--- config.mk ---
export PLATFORM = sky130hd
export DESIGN_NAME = lsti_poly
export DESIGN_NICKNAME = d
export VERILOG_FILES = /design/src/hdl/log_spaced_table_interpolator_core_macros.svh /design/src/hdl/lsti_pkg.sv /design/src/hdl/lsti_poly.sv
export SDC_FILE = /design/constraint.sdc
export NUM_CORES = 2
export LEC_CHECK = 0
export ABC_CLOCK_PERIOD_IN_PS = 12700
export BUFFER_PORTS_ARGS = -buffer_cell sky130_fd_sc_hd__buf_2
export CAP_MARGIN = 5
export CORE_MARGIN = 8
export CORE_UTILIZATION = 40
export DETAILED_ROUTE_END_ITERATION = 16
export SYNTH_ARGS = -nofsm -noshare
export SYNTH_HDL_FRONTEND = slang
export SYNTH_SLANG_ARGS = --single-unit
--- constraint.sdc ---
create_clock -name clk -period 12.7 [get_ports clk]
set_input_delay 2.54 -clock clk [delete_from_list [all_inputs] [get_ports clk]]
set_output_delay 2.54 -clock clk [all_outputs]
set_load 0.02 [all_outputs]
--- src/hdl/log_spaced_table_interpolator_core_macros.svh ---
// ----------------------------------------------------------------------------
// Log-spaced table interpolator assertion macros
// Shared concurrent check templates, clocked on clk, disabled in reset.
// ----------------------------------------------------------------------------
`ifndef LOG_SPACED_TABLE_INTERPOLATOR_CORE_MACROS_SVH
`define LOG_SPACED_TABLE_INTERPOLATOR_CORE_MACROS_SVH

// same-cycle implication
`define LSTI_ASSERT_IMPLY(label, ante, cons, msg) \
    label: assert property (@(posedge clk) disable iff (!rst_n) (ante) |-> (cons)) \
        else $error(msg);

// next-cycle implication
`define LSTI_ASSERT_NEXT(label, ante, cons, msg) \
    label: assert property (@(posedge clk) disable iff (!rst_n) (ante) |=> (cons)) \
        else $error(msg);

`endif

--- src/hdl/lsti_pkg.sv ---
// ----------------------------------------------------------------------------
// lsti_pkg
// Types, constants and helpers of the log-spaced table interpolator.
// ----------------------------------------------------------------------------
package lsti_pkg;

    localparam int VALUE_W        = 32;
    localparam int SAMPLE_W       = 32;
    localparam int SLOT_W         = 5;
    localparam int EXP_W          = 8;
    localparam int COUNT_W        = 6;
    localparam int S_TDATA_W      = 72;
    localparam int EXP_FIELD_W    = 8;
    localparam int MANT_W         = 23;
    localparam int F_W            = 24;
    localparam int COEF_W         = 26;
    localparam int MUL_W          = 48;
    localparam int PROD_W         = 58;
    localparam int Q_FRAC         = 23;
    localparam int IDX_CALC_W     = 11;
    localparam int N_W            = 10;
    localparam int SLOT_CMP_W     = 9;
    localparam int TABLE_DEPTH_DEF = 32;

    localparam logic [EXP_FIELD_W-1:0] EXP_FIELD_MAX = 8'hFF;
    localparam logic signed [IDX_CALC_W-1:0] EXP_BIAS_M1 = 11'sd126;
    localparam logic signed [MANT_W+1:0] MANT_ONE_M1 = 25'sd8388607;

    localparam logic signed [COEF_W-1:0] COEF_P1 = 26'sd12626113;
    localparam logic signed [COEF_W-1:0] COEF_P2 = -26'sd6313057;
    localparam logic signed [COEF_W-1:0] COEF_P3 = 26'sd4208704;

    localparam logic signed [PROD_W-1:0] RND_HALF = 58'sd4194304;
    localparam logic signed [PROD_W-1:0] S_MAX    = 58'sd8388607;
    localparam logic signed [PROD_W-1:0] S_MIN    = -58'sd8388608;
    localparam logic signed [PROD_W-1:0] RES_MAX  = 58'sd2147483647;
    localparam logic signed [PROD_W-1:0] RES_MIN  = -58'sd2147483648;

    localparam logic signed [EXP_W-1:0] LOWEST_EXP_RST  = 8'sd0;
    localparam logic [COUNT_W-1:0]      ENTRY_COUNT_RST = 6'd32;

    typedef enum logic {
        OP_WRITE = 1'b0,
        OP_EVAL  = 1'b1
    } op_t;

    typedef enum logic {
        CFG_LOWEST_EXP  = 1'b0,
        CFG_ENTRY_COUNT = 1'b1
    } cfg_reg_t;

    typedef enum logic [1:0] {
        STATUS_OK      = 2'd0,
        STATUS_WRITE   = 2'd1,
        STATUS_CLAMP   = 2'd2,
        STATUS_INVALID = 2'd3
    } status_t;

    typedef struct packed {
        status_t                    status;
        logic signed [F_W-1:0]      f;
        logic signed [VALUE_W-1:0]  hi;
        logic signed [VALUE_W-1:0]  lo;
    } front_t;

    typedef struct packed {
        status_t                    status;
        logic signed [F_W-1:0]      s;
        logic signed [VALUE_W-1:0]  hi;
        logic signed [VALUE_W:0]    diff;
    } poly_t;

    // round to nearest (ties up) and drop Q_FRAC fraction bits
    function automatic logic signed [PROD_W-1:0] rnd_q23(input logic signed [PROD_W-1:0] v);
        logic signed [PROD_W-1:0] t;
        t = v + RND_HALF;
        return t >>> Q_FRAC;
    endfunction

endpackage

--- src/hdl/lsti_poly.sv ---
// ----------------------------------------------------------------------------
// lsti_poly
// Cubic log2 mantissa approximation; stages 2-4 multiply, stage 5 saturates.
// ----------------------------------------------------------------------------
module lsti_poly (
    input  logic             clk,
    input  logic             rst_n,
    input  logic             in_valid,
    output logic             in_ready,
    input  lsti_pkg::front_t in_data,
    output logic             out_valid,
    input  logic             out_ready,
    output lsti_pkg::poly_t  out_data
);

    localparam int FW = lsti_pkg::F_W;
    localparam int CW = lsti_pkg::COEF_W;
    localparam int MW = lsti_pkg::MUL_W;
    localparam int PW = lsti_pkg::PROD_W;
    localparam int VW = lsti_pkg::VALUE_W;

    logic v2_reg, v3_reg, v4_reg, v5_reg;
    logic rdy2, rdy3, rdy4, rdy5;

    lsti_pkg::status_t    st2_reg, st3_reg, st4_reg, st5_reg;
    logic signed [FW-1:0] f2_reg, f3_reg;
    logic signed [VW-1:0] hi2_reg, hi3_reg, hi4_reg, hi5_reg;
    logic signed [VW:0]   diff2_reg, diff3_reg, diff4_reg, diff5_reg;
    logic signed [MW-1:0] m1_reg, m2_reg, m3_reg;
    logic signed [FW-1:0] s5_reg;

    logic signed [MW-1:0] m1_next, m2_next, m3_next;
    logic signed [VW:0]   diff_next;
    logic signed [PW-1:0] r1, r2, r3;
    logic signed [CW-1:0] t1, t2;
    logic signed [FW-1:0] s_next;

    assign rdy5     = !v5_reg || out_ready;
    assign rdy4     = !v4_reg || rdy5;
    assign rdy3     = !v3_reg || rdy4;
    assign rdy2     = !v2_reg || rdy3;
    assign in_ready = rdy2;

    always_comb
    begin
        m1_next   = MW'(lsti_pkg::COEF_P3) * MW'(in_data.f);
        diff_next = (VW+1)'(in_data.hi) - (VW+1)'(in_data.lo);

        r1      = lsti_pkg::rnd_q23(PW'(m1_reg));
        t1      = lsti_pkg::COEF_P2 + CW'(r1);
        m2_next = MW'(f2_reg) * MW'(t1);

        r2      = lsti_pkg::rnd_q23(PW'(m2_reg));
        t2      = lsti_pkg::COEF_P1 + CW'(r2);
        m3_next = MW'(f3_reg) * MW'(t2);

        r3 = lsti_pkg::rnd_q23(PW'(m3_reg));
        if (r3 > lsti_pkg::S_MAX)
            s_next = FW'(lsti_pkg::S_MAX);
        else if (r3 < lsti_pkg::S_MIN)
            s_next = FW'(lsti_pkg::S_MIN);
        else
            s_next = FW'(r3);
    end

    always_ff @(posedge clk or negedge rst_n)
    begin
        if (!rst_n)
        begin
            v2_reg <= 1'b0;
            v3_reg <= 1'b0;
            v4_reg <= 1'b0;
            v5_reg <= 1'b0;
        end
        else
        begin
            if (rdy2)
                v2_reg <= in_valid;
            if (rdy3)
                v3_reg <= v2_reg;
            if (rdy4)
                v4_reg <= v3_reg;
            if (rdy5)
                v5_reg <= v4_reg;
        end
    end

    always_ff @(posedge clk)
    begin
        if (rdy2)
        begin
            st2_reg   <= in_data.status;
            f2_reg    <= in_data.f;
            hi2_reg   <= in_data.hi;
            diff2_reg <= diff_next;
            m1_reg    <= m1_next;
        end
        if (rdy3)
        begin
            st3_reg   <= st2_reg;
            f3_reg    <= f2_reg;
            hi3_reg   <= hi2_reg;
            diff3_reg <= diff2_reg;
            m2_reg    <= m2_next;
        end
        if (rdy4)
        begin
            st4_reg   <= st3_reg;
            hi4_reg   <= hi3_reg;
            diff4_reg <= diff3_reg;
            m3_reg    <= m3_next;
        end
        if (rdy5)
        begin
            st5_reg   <= st4_reg;
            hi5_reg   <= hi4_reg;
            diff5_reg <= diff4_reg;
            s5_reg    <= s_next;
        end
    end

    assign out_valid = v5_reg;
    assign out_data  = '{status: st5_reg, s: s5_reg, hi: hi5_reg, diff: diff5_reg};

endmodule

=== After elaboration in Yosys (flattened, before gate mapping) ===
Cells that the tools add are included.

* Add/sub/neg operators: 6
* Multipliers: 3
* Magnitude comparators: 2
* Muxes and demuxes: 1
* Reductions and logical operators: 8

{| class="wikitable"
|+ Operator list
! kind !! number
|-
| $add 48x24->49 const B || 3
|-
| $mul 24x26->48 || 2
|-
| $mul 18x24->42 const A || 1
|-
| $sub 32x32->33 || 1
|-
| $add 24x26->26 const A || 1
|-
| $add 25x26->26 const A || 1
|-
| $gt 26x24->1 const B || 1
|-
| $lt 26x24->1 const B || 1
|-
| $mux 24 || 1
|-
| $logic_not 1->1 || 4
|-
| $logic_or 1x1->1 || 4
|}

* Register bits: 482
* Logic and storage cells: 42

=== Longest topological paths before layout ===
* Word-level depth: 5
* Mapped depth: 38
* Mapped depth without buffers: 35

=== Least setup slack after synthesis ===
OpenSTA, ideal clock, no wires.

* Kind: register to register
* From: register m1_reg[22]
* To: register m2_reg[38] (data pin)
* Setup time: 258 ps
* Data arrival time: 9109 ps
* Path slack: 3333 ps
* Stages on the path, launching flop included: 37
* Clock period less this slack: 9367 ps
* Cell sequence: edfxtp_1 > ha_1 > clkbuf_1 > clkbuf_1 > inv_1 > ha_1 > a22oi_1 > o21ai_1 > nand3_2 > mux2_4 > a31oi_4 > xnor2_1 > buf_2 > nand2_1 > fa_1 > inv_1 > fa_1 > inv_1 > fa_1 > fa_1 > inv_1 > fa_1 > fa_1 > inv_1 > fa_1 > inv_1 > ha_1 > and4_1 > and2_1 > a221o_1 > o21ai_0 > a21oi_1 > o211a_1 > o21a_1 > or2_2 > a21oi_1 > xnor2_1

* Cells in the longest elaborated chain, start to end: 3

{| class="wikitable"
|+ Ends and longest elaborated chain
! element !! line !! RTL
|-
| from (decl) || lsti_poly.sv:29 || <nowiki>logic signed [MW-1:0] m1_reg, m2_reg, m3_reg;</nowiki>
|-
| from (signal assigned) || lsti_poly.sv:96 || <nowiki>m1_reg <= m1_next;</nowiki>
|-
| $add 48x24->49 || lsti_pkg.sv:76 || <nowiki>t = v + RND_HALF;</nowiki>
|-
| $add 24x26->26 || lsti_poly.sv:50 || <nowiki>t1 = lsti_pkg::COEF_P2 + CW'(r1);</nowiki>
|-
| $mul 24x26->48 || lsti_poly.sv:51 || <nowiki>m2_next = MW'(f2_reg) * MW'(t1);</nowiki>
|-
| via m2_next[38] || lsti_poly.sv:32 || <nowiki>logic signed [MW-1:0] m1_next, m2_next, m3_next;</nowiki>
|-
| to (signal assigned) || lsti_poly.sv:104 || <nowiki>m2_reg <= m2_next;</nowiki>
|-
| to (decl) || lsti_poly.sv:29 ||
|}

The timed path passes the listed nets, and every way through them passes these cells.
A chain may end at the register's enable or synchronous reset.

=== Worst setup path after layout ===
* From: register m1_reg[22]
* To: register m2_reg[47] (data pin)

The elaborated chain is that of the path after synthesis.

==> results.yml <==
outcome:
  run_status: "finished, final reports clean"
worst_setup_path:
  timing.critical_path.max_delay_family: "adder cells"
  worst-r2r-cell-count: 34
  cp.required_ps: 13010
  r2r_slack_ps: 1850
  crit-reg2reg-launch: "m1_reg[22]"
  worst_setup_path_category: "reg -> reg"
  critical_path_buf_inv_count: 5
  timing.critical_path.mode_cell: "sky130_fd_sc_hd__fa_1"
  worst_r2r_endpoint: "m2_reg[47]"
  path_max_fanout: 24
  critical_path_cell_count: 34
  critPathMaxStageDelay_ps: 600
  timing.critical_path.from_type: "flop"
  critical-path-slowest-cell: "sky130_fd_sc_hd__a2bb2oi_1"
  cp-end-kind: "flop"
  crit_arrival_ps: 11160
routing:
  drt_wl_total_um: 160700
  length_of_the_first_detailed_routing_pass_in_iterations: 5
  drtAntennaViolNets: 0
  drc: 0
  routed-via-count: 43100
  detail_route.vias_per_cell: 4.952
  route.detailed.wl_per_inst_um: 18.47
  dr.first_iter.drc_count: 2855
place:
  dp_hpwl_um: 125400
  portBuffers: 186
  dpl.cell_count: 8624
  gpl_congestion: 0.8653
sta:
  fin_worst_hold_slack_ps: 412.5
  finalCritPeriodShare: 0.8544
  setup_total_negative_slack_ps: 0
  maxClockFrequency_mhz: 92.16
  clock-skew-final_ps: 24.92
  slew_violations: 0
  tightestPinTransition_ps: 1212
  timing.final.setup_violations: 0
  period_needed_ps: 10850
  timing.slew.headroom: 0.1918
  rsz_0062_raised_after_global_routing: "false"
  hold_viol_final: 0
finish:
  drive_above_1_share: 0.06819
  final_cell_count_no_fill: 8704
  mostFrequentLayoutCell: "sky130_fd_sc_hd__inv_1"
  layout_common_cells: "sky130_fd_sc_hd__inv_1, sky130_fd_sc_hd__fa_1, sky130_fd_sc_hd__nand2_1, sky130_fd_sc_hd__and2_1, sky130_fd_sc_hd__ha_1"
  syn2layout_area_growth_pct: 8.240
  n_fill_cell: 15710
  finish.net_count: 8350
clock_network:
  clk_pin_slew_worst_paths_ps: 70
  cts.path.max_buffers: 3
  tritoncts: "yes"
  cts.repair_timing.setup_buffer_count: 0
  cts_hold_repair.buffers: 0
  cts_sinks: 422
  cts-htree-levels: 2
  cts.root.buffer_cell: "sky130_fd_sc_hd__clkbuf_16"
  insertion_delay_ps: 590
  number_of_gates_resized_after_cts: 0
  cts_made_buffers: 43
floorplanning:
  floorplan.io_pins: 187
  floorplan.initialDensity: 0.4021
  die_y_um: 420.3
  fp.dieW_um: 420.3
  row_count: 148
  die_area_mm2: 0.1766
  placeableCoreArea_mm2: 0.1626
synthesis:
  synth_adder_area_share: 0.4880
  postSynthRegisterBits: 422
  combinational_family_with_the_most_area_after_synthesis: "adder cells"
  netlist_instances: 6406
  avgSynthCellArea_um2: 10.20
  ys_warn_count: 0
  mappedNetlistNets: 8262
  synth-edff-count: 418
  seq_area_frac_synth: 0.1935
  dominantRegCellSynth: "sky130_fd_sc_hd__edfxtp_1"
  synth_xor_xnor_area_share: 0.03596
  synthArstFlopShare: 0.009479
  synth_simple_gate_area_frac: 0.1334
  yosys.cell_types.count: 94
  synthMuxAreaShare: 0.001474
  synth.cell_area_mm2: 0.06537
  synth_compound_area_frac: 0.04289
global_route:
  grt_overflow: 0
  grt_max_degree: 73
  first_global_vias: 47200
  first_pass_grt_wire_length_um: 259000
  antenna_found_initial: 5
  globalRouteTotalUtil: 0.1844
worst_hold_path:
  hold_path_class: "reg -> reg"
  hold_depth: 0
  worst_hold_path.endpoint: "diff4_reg[25]"
  worst_hold_startpoint: "diff3_reg[25]"
job:
  drv.max_cap_violation_count: 0
## worst reg2reg max path, delay by kind of cell, from the launching register on
family / cells / cell delay [ps]
adder cells (fa/ha/maj): 9 / 4100
flip-flops: 1 / 450
buffers and inverters: 5 / 580
AND/OR/NAND/NOR: 8 / 1720
multiplexers: 1 / 260
AO/OA/AOI/OAI: 9 / 3110
XOR/XNOR: 2 / 340
## per-stage QoR
stage            util  setup WS (ps)  area (µm²)
6_report       0.4352           1849       70760
5_1_grt        0.4352           1177       70750
4_1_cts        0.4352           1821       70750
3_5_place_dp   0.4264           1871       69330
3_3_place_gp   0.4264           2174       69330
2_1_floorplan       -           3333       65370
## logic make-up (layout without fill, tap and decap cells)
kind of cell / Yosys count / count (layout)
adders and majority gates: 1763 / 1763
buffers and inverters: 1810 / 1930
muxes: 9 / 9
other: 0 / 3
DFF: 422 / 422
and+or+nand+nor: 1710 / 1710
xor gates and xnor gates: 266 / 266
AOI/OAI and AO/OA: 426 / 426
## Yosys cell counts, types with 51 or more instances
master | count | share of area
sky130_fd_sc_hd__a21oi_1 | 115 | 0.0088
sky130_fd_sc_hd__inv_1 | 1563 | 0.090
sky130_fd_sc_hd__ha_1 | 451 | 0.086
sky130_fd_sc_hd__nand3_1 | 51 | 0.0039
sky130_fd_sc_hd__and2_1 | 540 | 0.052
sky130_fd_sc_hd__fa_1 | 1311 | 0.40
sky130_fd_sc_hd__xor2_1 | 76 | 0.010
sky130_fd_sc_hd__edfxtp_1 | 418 | 0.19
sky130_fd_sc_hd__nand2_1 | 680 | 0.039
sky130_fd_sc_hd__clkbuf_1 | 216 | 0.012
sky130_fd_sc_hd__o21ai_0 | 97 | 0.0074
sky130_fd_sc_hd__xnor2_1 | 188 | 0.025
sky130_fd_sc_hd__nor2_1 | 142 | 0.0082
sky130_fd_sc_hd__nor2b_1 | 79 | 0.0076
## how the worst max path moves through the flow
| stage | start | to |
|---|---|---|
| floorplan | m1_reg[22] | m2_reg[38] |
| global placement | m1_reg[22] | m2_reg[47] |
| detailed placement | m1_reg[22] | m2_reg[47] |
| CTS | m1_reg[22] | m2_reg[47] |
| global route | m1_reg[22] | m2_reg[46] |
| finish | m1_reg[22] | m2_reg[47] |
## metal layers
metal / wire (µm) / track usage
met1: 68630 / 0.2471
met2: 78350 / 0.3163
met3: 9125 / 0.02481
met4: 4624 / 0.04861
met5: 13 / 0
## layout make-up
cell class	count	area, µm²	share of cell area
antenna	3	7.507	0.0001061
clock buffer	50	1102	0.01558
clock inverter	27	316.6	0.004474
inverter	1563	5868	0.08293
multi-input combinational	4174	46380	0.6554
sequential	422	12650	0.1788
tap	2175	2721	0.03846
timing repair buffer	290	1712	0.02419
Power is not shown: default switching activity piles up to over one toggle a cycle in this logic, so the estimate is an artifact.
