$ cat src/hdl/log_spaced_table_interpolator_core_macros.svh
// ----------------------------------------------------------------------------
// Log-spaced table interpolator assertion macros
// Shared concurrent check templates, clocked on clk, disabled in reset.
// ----------------------------------------------------------------------------
`ifndef LOG_SPACED_TABLE_INTERPOLATOR_CORE_MACROS_SVH
`define LOG_SPACED_TABLE_INTERPOLATOR_CORE_MACROS_SVH

// same-cycle implication
`define LSTI_ASSERT_IMPLY(label, ante, cons, msg) \
    label: assert property (@(posedge clk) disable iff (!rst_n) (ante) |-> (cons)) \
        else $error(msg);

// next-cycle implication
`define LSTI_ASSERT_NEXT(label, ante, cons, msg) \
    label: assert property (@(posedge clk) disable iff (!rst_n) (ante) |=> (cons)) \
        else $error(msg);

`endif

$ cat src/hdl/lsti_pkg.sv
// ----------------------------------------------------------------------------
// lsti_pkg
// Types, constants and helpers of the log-spaced table interpolator.
// ----------------------------------------------------------------------------
package lsti_pkg;

    localparam int VALUE_W        = 32;
    localparam int SAMPLE_W       = 32;
    localparam int SLOT_W         = 5;
    localparam int EXP_W          = 8;
    localparam int COUNT_W        = 6;
    localparam int S_TDATA_W      = 72;
    localparam int EXP_FIELD_W    = 8;
    localparam int MANT_W         = 23;
    localparam int F_W            = 24;
    localparam int COEF_W         = 26;
    localparam int MUL_W          = 48;
    localparam int PROD_W         = 58;
    localparam int Q_FRAC         = 23;
    localparam int IDX_CALC_W     = 11;
    localparam int N_W            = 10;
    localparam int SLOT_CMP_W     = 9;
    localparam int TABLE_DEPTH_DEF = 32;

    localparam logic [EXP_FIELD_W-1:0] EXP_FIELD_MAX = 8'hFF;
    localparam logic signed [IDX_CALC_W-1:0] EXP_BIAS_M1 = 11'sd126;
    localparam logic signed [MANT_W+1:0] MANT_ONE_M1 = 25'sd8388607;

    localparam logic signed [COEF_W-1:0] COEF_P1 = 26'sd12626113;
    localparam logic signed [COEF_W-1:0] COEF_P2 = -26'sd6313057;
    localparam logic signed [COEF_W-1:0] COEF_P3 = 26'sd4208704;

    localparam logic signed [PROD_W-1:0] RND_HALF = 58'sd4194304;
    localparam logic signed [PROD_W-1:0] S_MAX    = 58'sd8388607;
    localparam logic signed [PROD_W-1:0] S_MIN    = -58'sd8388608;
    localparam logic signed [PROD_W-1:0] RES_MAX  = 58'sd2147483647;
    localparam logic signed [PROD_W-1:0] RES_MIN  = -58'sd2147483648;

    localparam logic signed [EXP_W-1:0] LOWEST_EXP_RST  = 8'sd0;
    localparam logic [COUNT_W-1:0]      ENTRY_COUNT_RST = 6'd32;

    typedef enum logic {
        OP_WRITE = 1'b0,
        OP_EVAL  = 1'b1
    } op_t;

    typedef enum logic {
        CFG_LOWEST_EXP  = 1'b0,
        CFG_ENTRY_COUNT = 1'b1
    } cfg_reg_t;

    typedef enum logic [1:0] {
        STATUS_OK      = 2'd0,
        STATUS_WRITE   = 2'd1,
        STATUS_CLAMP   = 2'd2,
        STATUS_INVALID = 2'd3
    } status_t;

    typedef struct packed {
        status_t                    status;
        logic signed [F_W-1:0]      f;
        logic signed [VALUE_W-1:0]  hi;
        logic signed [VALUE_W-1:0]  lo;
    } front_t;

    typedef struct packed {
        status_t                    status;
        logic signed [F_W-1:0]      s;
        logic signed [VALUE_W-1:0]  hi;
        logic signed [VALUE_W:0]    diff;
    } poly_t;

    // round to nearest (ties up) and drop Q_FRAC fraction bits
    function automatic logic signed [PROD_W-1:0] rnd_q23(input logic signed [PROD_W-1:0] v);
        logic signed [PROD_W-1:0] t;
        t = v + RND_HALF;
        return t >>> Q_FRAC;
    endfunction

endpackage

$ cat src/hdl/lsti_blend.sv
// ----------------------------------------------------------------------------
// lsti_blend
// Slope multiply, round, add, saturate; zero on write/invalid; out reg (6-7).
// ----------------------------------------------------------------------------
module lsti_blend (
    input  logic                          clk,
    input  logic                          rst_n,
    input  logic                          in_valid,
    output logic                          in_ready,
    input  lsti_pkg::poly_t               in_data,
    output logic                          out_valid,
    input  logic                          out_ready,
    output logic [lsti_pkg::VALUE_W-1:0]  result,
    output lsti_pkg::status_t             status
);

    localparam int PW = lsti_pkg::PROD_W;
    localparam int VW = lsti_pkg::VALUE_W;

    logic v6_reg, v7_reg;
    logic rdy6, rdy7;

    lsti_pkg::status_t    st6_reg;
    logic signed [VW-1:0] hi6_reg;
    logic signed [PW-1:0] m4_reg;
    logic signed [PW-1:0] m4_next;
    logic signed [PW-1:0] sum;

    lsti_pkg::status_t    status_reg;
    logic [VW-1:0]        result_reg;
    logic [VW-1:0]        result_next;

    assign rdy7     = !v7_reg || out_ready;
    assign rdy6     = !v6_reg || rdy7;
    assign in_ready = rdy6;

    always_comb
    begin
        m4_next = PW'(in_data.s) * PW'(in_data.diff);
        sum     = PW'(hi6_reg) + lsti_pkg::rnd_q23(m4_reg);
        if ((st6_reg == lsti_pkg::STATUS_WRITE) || (st6_reg == lsti_pkg::STATUS_INVALID))
            result_next = '0;
        else if (sum > lsti_pkg::RES_MAX)
            result_next = VW'(lsti_pkg::RES_MAX);
        else if (sum < lsti_pkg::RES_MIN)
            result_next = VW'(lsti_pkg::RES_MIN);
        else
            result_next = VW'(sum);
    end

    always_ff @(posedge clk or negedge rst_n)
    begin
        if (!rst_n)
        begin
            v6_reg <= 1'b0;
            v7_reg <= 1'b0;
        end
        else
        begin
            if (rdy6)
                v6_reg <= in_valid;
            if (rdy7)
                v7_reg <= v6_reg;
        end
    end

    always_ff @(posedge clk)
    begin
        if (rdy6)
        begin
            st6_reg <= in_data.status;
            hi6_reg <= in_data.hi;
            m4_reg  <= m4_next;
        end
        if (rdy7)
        begin
            status_reg <= st6_reg;
            result_reg <= result_next;
        end
    end

    assign out_valid = v7_reg;
    assign result    = result_reg;
    assign status    = status_reg;

endmodule

$ cat config.mk
export PLATFORM = sky130hd
export DESIGN_NAME = lsti_blend
export DESIGN_NICKNAME = d
export VERILOG_FILES = /design/src/hdl/log_spaced_table_interpolator_core_macros.svh /design/src/hdl/lsti_pkg.sv /design/src/hdl/lsti_blend.sv
export SDC_FILE = /design/constraint.sdc
export NUM_CORES = 2
export LEC_CHECK = 0
export BUFFER_PORTS_ARGS = -buffer_cell sky130_fd_sc_hd__buf_2
export CAP_MARGIN = 10
export CORE_AREA = 2 2 289 291
export CTS_BUF_LIST = sky130_fd_sc_hd__clkbuf_4
export DETAILED_ROUTE_END_ITERATION = 6
export DIE_AREA = 0 0 291 293
export GPL_TIMING_DRIVEN = 0
export MAX_ROUTING_LAYER = met4
export PLACE_DENSITY = 0.6
export SLEW_MARGIN = 5
export SYNTH_ARGS = -nofsm -noshare
export SYNTH_HDL_FRONTEND = slang
export SYNTH_SLANG_ARGS = --single-unit
$ cat constraint.sdc
create_clock -name clk -period 5.5 [get_ports clk]
set_clock_uncertainty 0.1 [all_clocks]
set_input_delay 0.825 -clock clk [delete_from_list [all_inputs] [get_ports clk]]
set_output_delay 0.825 -clock clk [all_outputs]
set_load 0.02 [all_outputs]
======== After elaboration in Yosys (flattened, before gate mapping) ========
Index checks and enable logic that the tools add are counted.
operators by class
  add/subtract/negate cells ............... 2
  $mul .................................... 1
  order comparisons ....................... 2
  equal/unequal tests ..................... 2
  multiplexer cells ....................... 2
  reductions and logical operators ........ 6
operators with widths
  cell                      count
  $add A58 B24 Y58 const B  1
  $mul A24 B33 Y57          1
  $add A32 B35 Y36          1
  $gt A36 B32 Y1 const B    1
  $lt A36 B32 Y1 const B    1
  $mux W32                  1
  $mux W31                  1
  $logic_or A1 B1 Y1        3
  $eq A2 B1 Y1 const B      1
  $eq A2 B2 Y1 const B      1
  $logic_not A1 Y1          2
  $reduce_or A2 Y1          1
storage, ports and cells
  register bits ........................... 128
  bits of input ports ..................... 95
  output and inout bits ................... 36
  word-level logic and storage cells ...... 23

======== Logic depth before layout (Yosys ltp) ========
  depth in word-level cells ............... 5
  mapped depth ............................ 27
  mapped depth without buffers ............ 26

======== Least setup slack after synthesis ========
Ideal clock, no wire load.
  path kind ............................... input to register
  from .................................... in in_data[32] (netlist bit)
  to ...................................... reg m4_reg[54] (data pin)
  library setup time ...................... 0.265 ns
  data arrival time ....................... 7.468 ns
  required time ........................... 5.135 ns
  setup slack ............................. -2.333 ns
  stages on the path ...................... 25
  cell sequence ........................... clkbuf_1 -> nand2_1 -> inv_1 -> fa_1 -> fa_1 -> inv_1 -> fa_1 -> fa_1 -> inv_1 -> fa_1 -> fa_1 -> inv_1 -> fa_1 -> inv_1 -> ha_1 -> a21o_1 -> a21o_1 -> a221oi_2 -> o21ai_1 -> or3b_1 -> o21a_2 -> a221oi_4 -> o21ba_4 -> nor4b_1 -> or3_1
between the ends
  word-level cells in the longest chain between the ends .. 1
ends and longest elaborated chain
  element               line              text
  start, declared       lsti_blend.sv:10  input lsti_pkg::poly_t in_data,
  $mul A24 B33 Y57      lsti_blend.sv:39  m4_next = PW'(in_data.s) * PW'(in_data.diff);
  via m4_next[54]       lsti_blend.sv:26  logic signed [PW-1:0] m4_next;
  end signal, assigned  lsti_blend.sv:73  m4_reg <= m4_next;
  end, declared         lsti_blend.sv:25  logic signed [PW-1:0] m4_reg;
The timed path passes the listed nets, and every way through them passes these cells.
A chain may end at the register's enable or synchronous reset.

======== Worst setup path after layout ========
  from .................................... in in_data[65] (netlist bit)
  to ...................................... reg m4_reg[56] (data pin)
Same word-level chain as after synthesis.

==> insert_results.sql <==
INSERT INTO impl_metrics (metric_group, metric, value, unit) VALUES
('die', 'floorplan.core_area', '81800', 'um^2'),
('synthesis', 'post_synth_inst_count', '3374', ''),
('clock_network', 'htree_num_levels', '3', ''),
('synthesis', 'yosys.cell_types.count', '64', ''),
('global_routing', 'most_used_routing_layer', 'met2', ''),
('clock_network', 'cts_sinks', '105', ''),
('setup_path', 'number_of_cells_on_the_worst_reg_to_reg_path', '19', ''),
('sta', 'setup_ws', '-2.03', 'ns'),
('setup_path', 'criticalPathCategory', 'in2reg', ''),
('final_layout', 'area_growth', '17.2', '%'),
('setup_path', 'critical_path.startpoint_type', 'primary input', ''),
('run_status', 'run_status', 'finished, violations left', ''),
('final_layout', 'most-common-layout-cells', 'sky130_fd_sc_hd__inv_1, sky130_fd_sc_hd__fa_1, sky130_fd_sc_hd__nand2_1', ''),
('sta', 'timing.final.max_slew_violations', '0', ''),
('setup_path', 'regToRegEndpoint', 'result[10]', ''),
('final_layout', 'drive_above_1_share', '15.1', '%'),
('final_layout', 'final_cell_count_no_fill', '4686', ''),
('synthesis', 'yosysSeqAreaShare', '9.65', '%'),
('die', 'chipHeight', '293', 'um'),
('sta', 'period_needed', '7.53', 'ns'),
('sta', 'final.period_utilization', '137', '%'),
('setup_path', 'critical_path_arrival', '7.71', 'ns'),
('detailed_routing', 'routed_wl', '104000', 'um'),
('setup_path', 'crit_chain', 'buf_12 -> clkbuf_16 -> buf_12 -> nand2_2 -> inv_2 -> fa_2 -> fa_2 -> buf_4 -> fa_1 -> fa_1 -> fa_1 -> fa_1 -> fa_1 -> ha_2 -> and2_4 -> a221oi_4 -> o21ai_2 -> or3b_1 -> o21a_4 -> a221oi_4 -> buf_4 -> o31ai_4 -> a21oi_2 -> xnor2_2', ''),
('clock_network', 'insertion_delay', '0.51', 'ns'),
('setup_path', 'regToRegStartpoint', 'm4_reg[22]', ''),
('synthesis', 'synthesis.yosys.warnings', '0', ''),
('detailed_routing', 'drt.antenna.violating_nets', '0', ''),
('setup_path', 'crit_buf_inv', '6', ''),
('place', 'dp_hpwl', '86500', 'um'),
('setup_path', 'critPathMostFrequentCell', 'sky130_fd_sc_hd__fa_1', ''),
('min_path', 'timing.hold.worst_path_depth', '0', ''),
('min_path', 'timing.hold.worst_endpoint', 'status[1]', ''),
('synthesis', 'synthArstFlopShare', '1.90', '%'),
('sta', 'final_hold_viol_count', '0', ''),
('global_routing', 'grt.overflow.total', '0', ''),
('global_routing', 'gr-usage-met3', '5.32', '%'),
('final_layout', 'mostFrequentLayoutCell', 'sky130_fd_sc_hd__inv_1', ''),
('clock_network', 'tritoncts', 'yes', ''),
('place', 'routabilityCongestion', '0.981', ''),
('global_routing', 'use_met2', '39.5', '%'),
('global_routing', 'first_global_vias', '26108', ''),
('die', 'placementRows', '105', ''),
('setup_path', 'worstPathRequired', '5.67', 'ns'),
('sta', 'finalSetupViolations', '35', ''),
('synthesis', 'syn_nets', '4458', ''),
('detailed_routing', 'drt_first_pass_iters', '6', ''),
('detailed_routing', 'wl_per_cell', '22.3', 'um'),
('die', 'pin_count', '131', ''),
('sta', 'grt_setup_unrepaired', 'true', ''),
('die', 'die_width', '291', 'um'),
('clock_network', 'cts_max_path_buffers', '2', ''),
('detailed_routing', 'routed-via-count', '23982', ''),
('detailed_routing', 'vias_per_cell', '5.12', ''),
('setup_path', 'internal_reg_to_reg_setup_slack', '0.36', 'ns'),
('final_layout', 'fillers', '7805', ''),
('die', 'overall_die_area', '85300', 'um^2'),
('die', 'floorplan.initialDensity', '39.8', '%'),
('min_path', 'holdCritStartpoint', 'st6_reg[1]', ''),
('synthesis', 'ffs_latches_synth', '105', ''),
('final_layout', 'largest_register_ffs', '35', ''),
('run_status', 'violations', 'negative setup slack', ''),
('run', 'max-cap-violations', '0', ''),
('global_routing', 'grt_first_pass_wirelength', '162000', 'um'),
('sta', 'clock.fmax', '133', 'MHz'),
('min_path', 'class_of_the_most_critical_hold_timing_path', 'reg2reg', ''),
('detailed_routing', 'drtIter0Drc', '1822', ''),
('clock_network', 'cts.reportedPaths.clkPinSlew', '0.16', 'ns'),
('setup_path', 'crit_path_top_delay_cell', 'sky130_fd_sc_hd__fa_2', ''),
('clock_network', 'clock_tree.root_cell', 'sky130_fd_sc_hd__clkbuf_4', ''),
('detailed_routing', 'drt_drc', '0', '');
-- worst reg2reg max path: stages (launching register included) --
cell and delay (ns):
sky130_fd_sc_hd__edfxtp_1 0.40, sky130_fd_sc_hd__ha_1 0.22, sky130_fd_sc_hd__nand2_1 0.08, sky130_fd_sc_hd__nor2_2 0.24, sky130_fd_sc_hd__and3_1 0.34, sky130_fd_sc_hd__and3_1 0.27, sky130_fd_sc_hd__nand3_1 0.11, sky130_fd_sc_hd__xnor2_1 0.14
sky130_fd_sc_hd__ha_1 0.36, sky130_fd_sc_hd__a21oi_1 0.21, sky130_fd_sc_hd__nand2_1 0.11, sky130_fd_sc_hd__a221oi_1 0.42, sky130_fd_sc_hd__o211ai_1 0.19, sky130_fd_sc_hd__a31oi_4 0.31, sky130_fd_sc_hd__o31ai_4 0.12, sky130_fd_sc_hd__xnor2_1 0.13
sky130_fd_sc_hd__or3_1 0.36, sky130_fd_sc_hd__o31ai_4 0.40, sky130_fd_sc_hd__buf_2 0.31, sky130_fd_sc_hd__a21o_1 0.19
-- layout make-up --
class,count,area [um^2],area share (%)
diodes,7,17.5,0.0459
plain buffers,144,2110,5.52
clock buffers,9,67.6,0.177
clock inverters,7,55.1,0.144
inverters,799,3010,7.90
multi-input cells,2324,26700,69.9
flip-flops and latches,105,3140,8.23
well taps,1070,1340,3.51
repair buffers,221,1760,4.60
-- routing by layer --
metal,vias up,share of wire [%]
met5,-,0
met4,0,5.0
met3,206,8.9
met2,928,44
met1,12457,42
li1,10391,-
-- worst max-delay path by stage --
stage           startpoint         end  slack [ns]  cells past startpoint
2_1_floorplan  in_data[29]  m4_reg[54]       -1.91                     24
3_3_place_gp   in_data[70]  m4_reg[54]       -4.01                     24
3_5_place_dp   in_data[70]  m4_reg[54]       -4.11                     24
4_1_cts        in_data[65]  m4_reg[54]       -1.95                     24
5_1_grt        in_data[70]  m4_reg[41]       -2.16                     25
6_report       in_data[65]  m4_reg[56]       -2.03                     24
-- per-stage QoR --
step / util [%] / cell area, um^2 / setup WS (ns) / setup TNS, ns / hold slack [ns]
global route: 46.6 / 38200 / -2.16 / -62.52 / 0.320
global placement: 42.8 / 35100 / -4.01 / -123.49 / 0.305
CTS: 46.2 / 37800 / -1.95 / -53.43 / 0.326
floorplan: - / 33100 / -1.91 / -42.90 / 0.300
detailed placement: 42.9 / 35100 / -4.11 / -126.32 / 0.320
finish: 46.6 / 38200 / -2.03 / -57.96 / 0.362
-- Yosys cell counts, types with 3 or more instances --
library cell,count
sky130_fd_sc_hd__o31ai_1,4
sky130_fd_sc_hd__a31oi_1,11
sky130_fd_sc_hd__a21oi_1,64
sky130_fd_sc_hd__o21ai_0,26
sky130_fd_sc_hd__edfxtp_1,103
sky130_fd_sc_hd__buf_1,5
sky130_fd_sc_hd__nor3_1,10
sky130_fd_sc_hd__ha_1,184
sky130_fd_sc_hd__o21ai_1,6
sky130_fd_sc_hd__buf_2,6
sky130_fd_sc_hd__fa_1,805
sky130_fd_sc_hd__inv_1,798
sky130_fd_sc_hd__a21o_1,56
sky130_fd_sc_hd__and2_1,367
sky130_fd_sc_hd__nor2b_1,11
sky130_fd_sc_hd__xnor2_1,74
sky130_fd_sc_hd__a211oi_1,5
sky130_fd_sc_hd__clkbuf_1,135
sky130_fd_sc_hd__nor4b_1,3
sky130_fd_sc_hd__o211ai_1,6
sky130_fd_sc_hd__nand3_1,28
sky130_fd_sc_hd__nand2_1,453
sky130_fd_sc_hd__nor2_1,65
sky130_fd_sc_hd__or3_1,4
sky130_fd_sc_hd__and3_1,12
sky130_fd_sc_hd__o21bai_1,12
sky130_fd_sc_hd__o21a_1,7
sky130_fd_sc_hd__xor2_1,36
sky130_fd_sc_hd__nand4_1,11
sky130_fd_sc_hd__a21boi_0,3
sky130_fd_sc_hd__and4_1,4
sky130_fd_sc_hd__nand2b_1,21
-- cell families after synthesis --
group                      synth area share [%]
AOI/OAI and AO/OA                          4.77
adders and majority gates                  56.6
and+or+nand+nor                            15.1
muxes                                    0.0307
buffers and inverters                      10.9
xor gates and xnor gates                   2.96
DFF                                        9.65
-- what timing repair did --
item	4_1_cts	5_1_grt
setup buffers	68	15
cloned	5	0
hold buffers	1	0
endpoints found under the hold margin	2	0
pin swaps	76	42
setup endpoints to repair	66	66
gates resized for setup	432	71
Power is not shown: default switching activity piles up to over one toggle a cycle in this logic, so the estimate is an artifact.
